### src/rtl/ramst_pkg.sv
// ramst_pkg: shared types and constants for the range add / min search block
// used by ramst_ctrl, ramst_dp and range_add_min_search_tree
package ramst_pkg;

  localparam int unsigned ValW   = 14;
  localparam int unsigned AmtW   = 13;
  localparam int unsigned PosW   = 11;
  localparam int unsigned CmdW   = 2;
  localparam int          ValMax = 8191;
  localparam int          ValMin = -8192;

  typedef enum logic [CmdW-1:0] {
    CMD_INIT   = 2'd0,
    CMD_ADD    = 2'd1,
    CMD_SEARCH = 2'd2,
    CMD_NOP    = 2'd3
  } cmd_e;

  // commands from controller to datapath
  typedef struct packed {
    logic load;      // capture input word, set pointer and end
    logic wr;        // write entry at pointer
    logic step_up;
    logic step_dn;
    logic set_hit;   // answer = pointer + 1
    logic set_miss;  // answer = 1
    logic out_load;  // move answer to output register
  } ramst_ctl_t;

  // status from datapath to controller
  typedef struct packed {
    cmd_e cmd;
    logic empty;     // add range is empty
    logic at_end;
    logic hit;       // read entry below threshold
    logic out_free;
  } ramst_sts_t;

endpackage

### src/rtl/ramst_ctrl.sv
// ramst_ctrl: sequencer for init, range add and threshold search
// depends on ramst_pkg
module ramst_ctrl import ramst_pkg::*; (
  input  logic       clk_i,
  input  logic       rst_ni,
  input  logic       in_valid_i,
  output logic       in_stall_o,
  input  ramst_sts_t sts_i,
  output ramst_ctl_t ctl_o
);

  typedef enum logic [7:0] {
    S_IDLE  = 8'b0000_0001,
    S_DISP  = 8'b0000_0010,
    S_INIT  = 8'b0000_0100,
    S_ADDRD = 8'b0000_1000,
    S_ADDWR = 8'b0001_0000,
    S_SRRD  = 8'b0010_0000,
    S_SRCHK = 8'b0100_0000,
    S_DONE  = 8'b1000_0000
  } state_e;

  state_e state_q, state_d;

  assign in_stall_o = (state_q != S_IDLE);

  always_comb begin
    state_d = state_q;
    ctl_o   = '0;
    unique case (state_q)
      S_IDLE: begin
        if (in_valid_i) begin
          ctl_o.load = 1'b1;
          state_d    = S_DISP;
        end
      end
      S_DISP: begin
        unique case (sts_i.cmd)
          CMD_INIT:   state_d = S_INIT;
          CMD_ADD:    state_d = sts_i.empty ? S_DONE : S_ADDRD;
          CMD_SEARCH: state_d = S_SRRD;
          default:    state_d = S_DONE;
        endcase
      end
      S_INIT: begin
        ctl_o.wr = 1'b1;
        if (sts_i.at_end) begin
          state_d = S_DONE;
        end else begin
          ctl_o.step_up = 1'b1;
        end
      end
      S_ADDRD: state_d = S_ADDWR;
      S_ADDWR: begin
        ctl_o.wr = 1'b1;
        if (sts_i.at_end) begin
          state_d = S_DONE;
        end else begin
          ctl_o.step_up = 1'b1;
          state_d       = S_ADDRD;
        end
      end
      S_SRRD: state_d = S_SRCHK;
      S_SRCHK: begin
        priority if (sts_i.hit) begin
          ctl_o.set_hit = 1'b1;
          state_d       = S_DONE;
        end else if (sts_i.at_end) begin
          ctl_o.set_miss = 1'b1;
          state_d        = S_DONE;
        end else begin
          ctl_o.step_dn = 1'b1;
          state_d       = S_SRRD;
        end
      end
      S_DONE: begin
        if (sts_i.out_free) begin
          ctl_o.out_load = 1'b1;
          state_d        = S_IDLE;
        end
      end
      default: state_d = S_IDLE;
    endcase
  end

  always_ff @(posedge clk_i or negedge rst_ni) begin
    if (!rst_ni) begin
      state_q <= S_IDLE;
    end else begin
      state_q <= state_d;
    end
  end

endmodule

### config.mk
export PLATFORM = sky130hd
export DESIGN_NAME = ramst_ctrl
export DESIGN_NICKNAME = d
export VERILOG_FILES = /design/src/rtl/ramst_pkg.sv /design/src/rtl/ramst_ctrl.sv
export SDC_FILE = /design/constraint.sdc
export NUM_CORES = 1
export LEC_CHECK = 0
export ABC_CLOCK_PERIOD_IN_PS = 1960
export BUFFER_PORTS_ARGS = -buffer_cell sky130_fd_sc_hd__buf_2
export CAP_MARGIN = 20
export CORE_AREA = 2 2 39 41
export DETAILED_ROUTE_END_ITERATION = 7
export DIE_AREA = 0 0 41 43
export PLACE_DENSITY = 0.74
export SLEW_MARGIN = 20
export SYNTH_ARGS = -nofsm -noshare
export SYNTH_HDL_FRONTEND = slang
export SYNTH_SLANG_ARGS = --single-unit
### constraint.sdc
create_clock -name clk_i -period 1.96 [get_ports clk_i]
set_clock_uncertainty 0.2 [all_clocks]
set_input_delay 0.49 -clock clk_i [delete_from_list [all_inputs] [get_ports clk_i]]
set_output_delay 0.49 -clock clk_i [all_outputs]
set_load 0.05 [all_outputs]
======== After elaboration in Yosys (flattened, before gate mapping) ========
Index checks and enable logic that the tools add are counted.
cells by class
  multiplexer cells ....................... 20
  add/sub/neg operators ................... 0
  magnitude comparators ................... 0
  equal/unequal tests ..................... 14
  reduce and logical (&&, ||, !) cells .... 3
  shift-type cells ........................ 0
  div/mod/pow operators ................... 0
  multiply operators ...................... 0
  bitwise logic cells ..................... 0
operator list
  cell                                                                   number
  8-bit case mux with 8 select lines                                     1
  8-bit 2-to-1 mux                                                       7
  8-bit case mux with 3 select lines                                     1
  1-bit 2-to-1 mux                                                       9
  8-bit by 1-bit equality test with 1-bit output, second input constant  1
  8-bit by 2-bit equality test with 1-bit output, second input constant  1
  8-bit by 3-bit equality test with 1-bit output, second input constant  1
  8-bit by 4-bit equality test with 1-bit output, second input constant  1
  8-bit by 5-bit equality test with 1-bit output, second input constant  1
  8-bit by 6-bit equality test with 1-bit output, second input constant  1
  8-bit by 7-bit equality test with 1-bit output, second input constant  1
  8-bit equality test, second input constant                             1
  8-bit by 1-bit != test with 1-bit output, second input constant        1
  2-bit != test, second input constant                                   3
  3-bit 2-to-1 mux                                                       1
  3-bit AND reduction                                                    1
  2-bit by 1-bit equality test with 1-bit output, second input constant  1
  2-bit equality test, second input constant                             1
  2-bit logical NOT                                                      1
  2-bit 2-to-1 mux                                                       1
  2-bit OR reduction                                                     1
storage, ports and cells
  memories ................................ 0
  bits in latches ......................... 0
  output and inout bits ................... 8
  bits in writable memories ............... 0
  word-level logic and storage cells ...... 38
  register bits ........................... 8
  memory bits (read-only) ................. 0

======== Logic depth before layout (Yosys ltp) ========
Gate-level depths: netlist (run 1).
  depth in word-level cells ............... 3
  gate-level depth with buffers ........... 5
  depth with buffers taken out ............ 5

======== Worst setup path after synthesis (run 1) ========
OpenSTA, ideal clock, no wires.
  path kind ............................... input-to-output
  start ................................... input sts_i[2] (netlist bit)
  end ..................................... output ctl_o[1] (netlist bit)
  arrival time ............................ 2.212 ns
  stages .................................. 2
  path slack .............................. -0.942 ns
  path buffers ............................ 1
  cell sequence ........................... clkdlybuf4s50_2 nor3b_1
RTL lines
  item         RTL line         RTL
  from (decl)  ramst_ctrl.sv:8  input ramst_sts_t sts_i,
  to (decl)    ramst_ctrl.sv:9  output ramst_ctl_t ctl_o

==> metrics.txt, run 1 <==
status complete, but fails checks; violated checks setup timing; Die Wd 41 um; Slew Limit Fails 0; htree depth 1; DR pass1 iterations 4; Synth top area share a little under a third; synthesized area per cell about 10 um2; Total GRT Usage 25.9%; LEAKAGE 0.487 nW; share of cells above drive strength 1 between 60 and 70%; Final ANT Viol Nets 0; syn_nets 63; drt wl/cell 15.8 um; Largest regs state_q: 8 flops; overall power about 1.1 mW; # diodes 0; Syn Inst Count 54; Crit path largest cell delay about 450 ps; crit path kind register to output pin; multiplexer share of the synthesized area 0%; Clock Tree Root clkbuf_4; maximum capacitance violations 0; RD Place Congestion roughly 0.7; Post-synth EDFFs 0; Tightest Hold Check Type input pin to register; largest cells by area after synthesis dfrtp_1 (31%), nor4_4 (7.6%), nor2_1 (5.4%); Yosys warning total 0; Rel. slew slack 77.0%; synthesized area between 500 and 600 um2; Largest register FFs 8; vias per inst around 5.5; DRC Markers 0; CTS tree built; Final Cycle Share 119%; area leader, netlist dfrtp_1; final wirelength approximately 1800 um; top cells by count, synth nor2_1 (8), dfrtp_1 (7), nand2_1 (3); PortBufs 16; Final Instance Count excl. Fillers ~110; CP max FO 3; Clock Sinks 8; DRT iter0 DRCs 13; die area between 0.0015 and 0.002 mm2; row count 14; post-synthesis register bit count 8; Critical Path RT about 1300 ps; Longest Clk Path Bufs 2; delay-heaviest family, CP simple AND/OR/NAND/NOR gates; first-pass GRT wire length 2990 um; PwrDens 1070 mW/mm2; largest net degree at the start of global routing 9; largest register by flop count state_q; Fill cells 90; Synth Area in Adders 0%; simple-gate share of the synthesized area ~38%; Critical path buffers and inverters 1; worst-margin pin slew 343 ps; Clock Latency Late Sink around 260 ps; main combinational cell family by area after synthesis simple AND/OR/NAND/NOR gates; Core ar. between 0.001 and 0.0015 mm2; Die Ht about 43 um; starting density of the core 40.4%; DP Cell Count 103; # setup viols final 8; min Tclk post-route 2340 ps; synth-to-layout area growth 84.8%; startpoint types register; sequential share of the synthesized area 36.0%; count leader, synth nor2_1; worst endpoint data arrival time 1650 ps; Detailed Place HPWL roughly 1200 um; initial antenna violation count 0; Unique masters post-synth 30; vias in the first global route between 600 and 700; CP max-delay cell dfrtp_2; I/O pin count 17; Layout Nets ~110; crit-path cells nor4_4, nand4b_1, a21oi_4, buf_6; GRT Residual Overflow 0; asr flop ratio synth 100%; Worst-path clk slew roughly 60 ps; Peak VDD IR ~0.84 mV; Compound-Gate Fraction of Synth Area roughly 17%; via count between 600 and 700; RSZ-0062 raised after global routing true; ys flop type dfrtp_1; Hold Vio Cnt, Final 0; CP Capture Type output pin; XOR/XNOR Fraction of Synth Area around 4.7%; highest clock rate ~430 MHz; CTS buffer count 3; Final WS setup -379 ps
per-layer routing:
metal / share of wire [%] / track usage (%) / vias to the layer above / routed length [um]
met3: 3.4 / 8.38 / 4 / 61
li1: - / - / 294 / -
met5: 0 / 0 / - / 0
met2: 56 / 38.4 / 17 / 989
met4: 1.8 / 16.0 / 0 / 32
met1: 39 / 30.7 / 299 / 687
report_power, final:
group	switching, mW	internal [mW]
clock	0.0615	0.0782
combinational	0.367	0.363
sequential	0.0348	0.204
total	0.464	0.645
layout by cell type, fill, tap and decap left out, types with 2 or more instances in the layout:
cell type | Yosys | routed
nor2_1 | 8 | 6
nand4b_1 | 2 | 2
o32ai_1 | 2 | 2
nor2_4 | 0 | 2
nor4_4 | 2 | 2
buf_8 | 0 | 2
nand3_1 | 2 | 2
xor2_1 | 2 | 2
buf_6 | 0 | 7
nand2_1 | 3 | 2
nor4b_4 | 0 | 2
nand2_4 | 0 | 2
o22ai_1 | 2 | 2
buf_4 | 0 | 21
buf_2 | 0 | 8
dfrtp_1 | 7 | 3
dfrtp_2 | 0 | 4
clkbuf_4 | 0 | 3
inv_1 | 2 | 2
logic make-up after synthesis:
family                    Yosys count
and+or+nand+nor                    29
buffers and inverters               3
xor gates and xnor gates            3
AOI/OAI and AO/OA                  11
DFF                                 8
worst paths after layout:
check | startpoint | end | slack [ps] | depth (start not counted)
max | state_q[7] | ctl_o[4] | -380 | 4
min | sts_i[3] | state_q[3] | 240 | 2
max reg2reg | state_q[1] | state_q[0] | 90 | 8
min reg2reg | state_q[2] | state_q[4] | 530 | 2
max in group asynchronous | rst_ni | state_q[0] | 900 | 2
min in group asynchronous | rst_ni | state_q[3] | 400 | 2
per-stage QoR:
stage               instance area [um2]  utilization [%]  setup slack [ps]  hold slack [ps]  setup TNS, ps
floorplan                           618                -              -245            -5.59          -1110
global placement                    843             60.9              -202              141          -1070
detailed placement                  843             60.9              -255              149          -1280
CTS                                 968             70.0              -390              218          -2530
global route                       1030             74.7              -464              227          -3320
finish                             1030             74.7              -379              239          -2640
what timing repair did:
item / 4_1_cts / 5_1_grt
endpoints found under the setup margin: 8 / 9
resized for setup: 22 / 10
endpoints found under the hold margin: 7 / 0
buffers inserted: 2 / 3
pin swaps: 5 / 7
hold buffers: 1 / 0
final cells by class:
cell class / count / area (um2) / share of cell area [%]
Tap cell: 16 / 20.0 / 1.94
Timing Repair Buffer: 39 / 317 / 30.6
Clock buffer: 4 / 26.3 / 2.54
Sequential cell: 8 / 206 / 20.0
Inverter: 2 / 7.51 / 0.726
Multi-Input combinational cell: 43 / 457 / 44.2
worst register-to-register path, delay by kind of cell (launching register included):
kind	cells	cell delay, ps
flops	1	420
compound gates	2	240
buf+inv	4	560
simple gates	2	360
Note: power is estimated with default switching activity, not from simulation.
==> run 2: changes to the inputs <==
--- a/config.mk
+++ b/config.mk
@@ -5,7 +5,7 @@
 export SDC_FILE = /design/constraint.sdc
 export NUM_CORES = 1
 export LEC_CHECK = 0
-export ABC_CLOCK_PERIOD_IN_PS = 1960
+export ABC_CLOCK_PERIOD_IN_PS = 2430
 export BUFFER_PORTS_ARGS = -buffer_cell sky130_fd_sc_hd__buf_2
 export CAP_MARGIN = 20
 export CORE_AREA = 2 2 39 41
==> constraint.sdc (replaced) <==
create_clock -name clk_i -period 2.43 [get_ports clk_i]
set_clock_uncertainty 0.2 [all_clocks]
set_input_delay 0.6075 -clock clk_i [delete_from_list [all_inputs] [get_ports clk_i]]
set_output_delay 0.6075 -clock clk_i [all_outputs]
set_load 0.05 [all_outputs]
==> metrics.txt, run 2 (same netlist as run 1, synthesis figures left out) <==
status complete, but fails checks; violated checks setup timing; # setup viols final 4 (-4); min Tclk post-route 2500 ps; vias per inst 5.39 (-1.7%); largest net degree at the start of global routing 9 (unchanged); Slew Limit Fails 0 (unchanged); DRC Markers 0 (unchanged); net switching power 0.331 mW (-29%); initial antenna violation count 0 (unchanged); startpoint types register; maximum capacitance violations 0 (unchanged); RSZ-0062 raised after global routing true; Sw Ratio 42.7% (+0.85 points); Total GRT Usage 22.5% (-3.4 points); die area 0.00176 mm2 (unchanged); Peak VDD IR 0.740 mV (-12%); Layout Nets 94 (-11%); Worst-path clk slew 50 ps (about the same); Metal-1 WL 637 um (-7.3%); share of cells above drive strength 1 54.8% (-14 points); Tightest Hold Check Type input pin to register; row count 14 (unchanged); htree depth 1 (unchanged); Core ar. 0.00138 mm2 (unchanged); Clk pwr share 14.7% (+2.1 points); crit-path cells nor4_4, nand4b_1, a21oi_2, buf_6; Post-Place Worst Slack -43.1 ps (+212 ps); final wirelength 1470 um (-17%); commonest non-fill, non-tap cell in the layout buf_4; synth-to-layout area growth 53.0%; PortBufs 16 (unchanged); largest register by flop count state_q; DR top layer met3; CP max FO 6 (+3); Clock Tree Root clkbuf_4; worst hold slack 339 ps (+99.9 ps); sequential power share 26.4% (+4.9 points); crit path kind register to output pin; via count 539 (-12%); first-pass GRT wire length 2600 um (-13%); Hold Vio Cnt, Final 0 (unchanged); Internal Pwr Total 0.445 mW (-31%); Die Ht 43 um (unchanged); Crit path largest cell delay 410 ps (-40 ps); # diodes 0 (unchanged); Largest register FFs 8 (unchanged); DRT iter0 DRCs 12 (-1); Clock Latency Late Sink 260 ps (about the same); RD Place Congestion 0.841 (+17%); CTS tree built; Core Util, Final 61.8% (-13 points); Rel. slew slack 76.4% (-0.62 points); worst-margin pin slew 351 ps (+8.19 ps); GRT Residual Overflow 0 (unchanged); I/O pin count 17 (unchanged); met2 wire len 752 um (-24%); Final ANT Viol Nets 0 (unchanged); Final WS setup -72.3 ps (+307 ps); worst endpoint data arrival time 1690 ps (+40 ps); CTS buffer count 3 (unchanged); metal3 WL 77 um (+26%); Final Cycle Share 103%; most frequent cells in the layout buf_4 (11), buf_2 (8), nor2_1 (7); Critical Path RT 1620 ps (+350 ps); LEAKAGE 0.395 nW (-19%); vias in the first global route 575 (-12%); drt wl/cell 14.7 um (-7.2%); Clock Sinks 8 (unchanged); Detailed Place HPWL 1040 um (-13%); Die Wd 41 um (unchanged); PwrDens 906 mW/mm2 (-15%); Longest Clk Path Bufs 2 (unchanged); highest clock rate 400 MHz; Largest regs state_q: 8 flops; starting density of the core 40.4% (unchanged); DR pass1 iterations 4 (unchanged); CP max-delay cell dfstp_2; Comb pwr share 58.9% (-7.0 points); CP Capture Type output pin
## run 2: cell types whose count changed in the layout (fill, tap and decap cells not counted), sizes merged
cell	change
clkbuf	+1
buf	-13
## run 2: path summary, 6_finish.rpt
| check | slack (ps) | depth (start not counted) | from | to |
|---|---|---|---|---|
| max | -70 | 4 | state_q[0] | ctl_o[4] |
| min | 340 | 2 | in_valid_i | state_q[0] |
| max reg2reg | 540 | 6 | state_q[2] | state_q[7] |
| min reg2reg | 410 | 2 | state_q[2] | state_q[4] |
| max in group asynchronous | 1260 | 2 | rst_ni | state_q[0] |
| min in group asynchronous | 510 | 2 | rst_ni | state_q[3] |
## run 2: worst max-delay path, delay by kind of cell (launching register included)
kind / cells / cell delay, ps
and+or+nand+nor: 2 / 650
DFF: 1 / 410
AOI/OAI and AO/OA: 1 / 210
buffers and inverters: 1 / 170
## run 2: power groups by stage
stage	clock network, mW	registers, mW	logic, mW
detailed placement	0	0.208	0.385
floorplan	0	0.206	0.303
global placement	0	0.203	0.382
CTS	0.118	0.206	0.445
finish	0.114	0.205	0.457
global route	0.123	0.209	0.497
## run 2: timing repair
item,in CTS,in global routing
buffers inserted,6,2
gates resized for setup,15,3
setup endpoints to repair,8,8
hold buffers,1,0
hold endpoints to repair,7,0
pin swaps,5,4
## run 2: cell type report
cell class / instances / area (um2)
inverter: 2 / 7.51
clock buffer: 4 / 26.3
timing repair buffer: 27 / 208
multi-input combinational: 43 / 390
fill: 120 / 528
sequential: 8 / 204
tap: 16 / 20.0
## run 2: per-layer routing
metal,GRT usage [%],up-vias
met3,9.42,0
met4,4.00,0
met5,0,-
met1,28.4,256
li1,-,269
met2,35.0,14
## run 2: per-stage QoR
step	power [mW]	TNS [ps]	cells	area [um2]
floorplan	0.510	-38.8	54	594
global placement	0.584	0	87	699
detailed placement	0.592	-43.1	87	699
CTS	0.768	-197	98	833
global route	0.829	-685	100	856
finish	0.776	-141	100	856
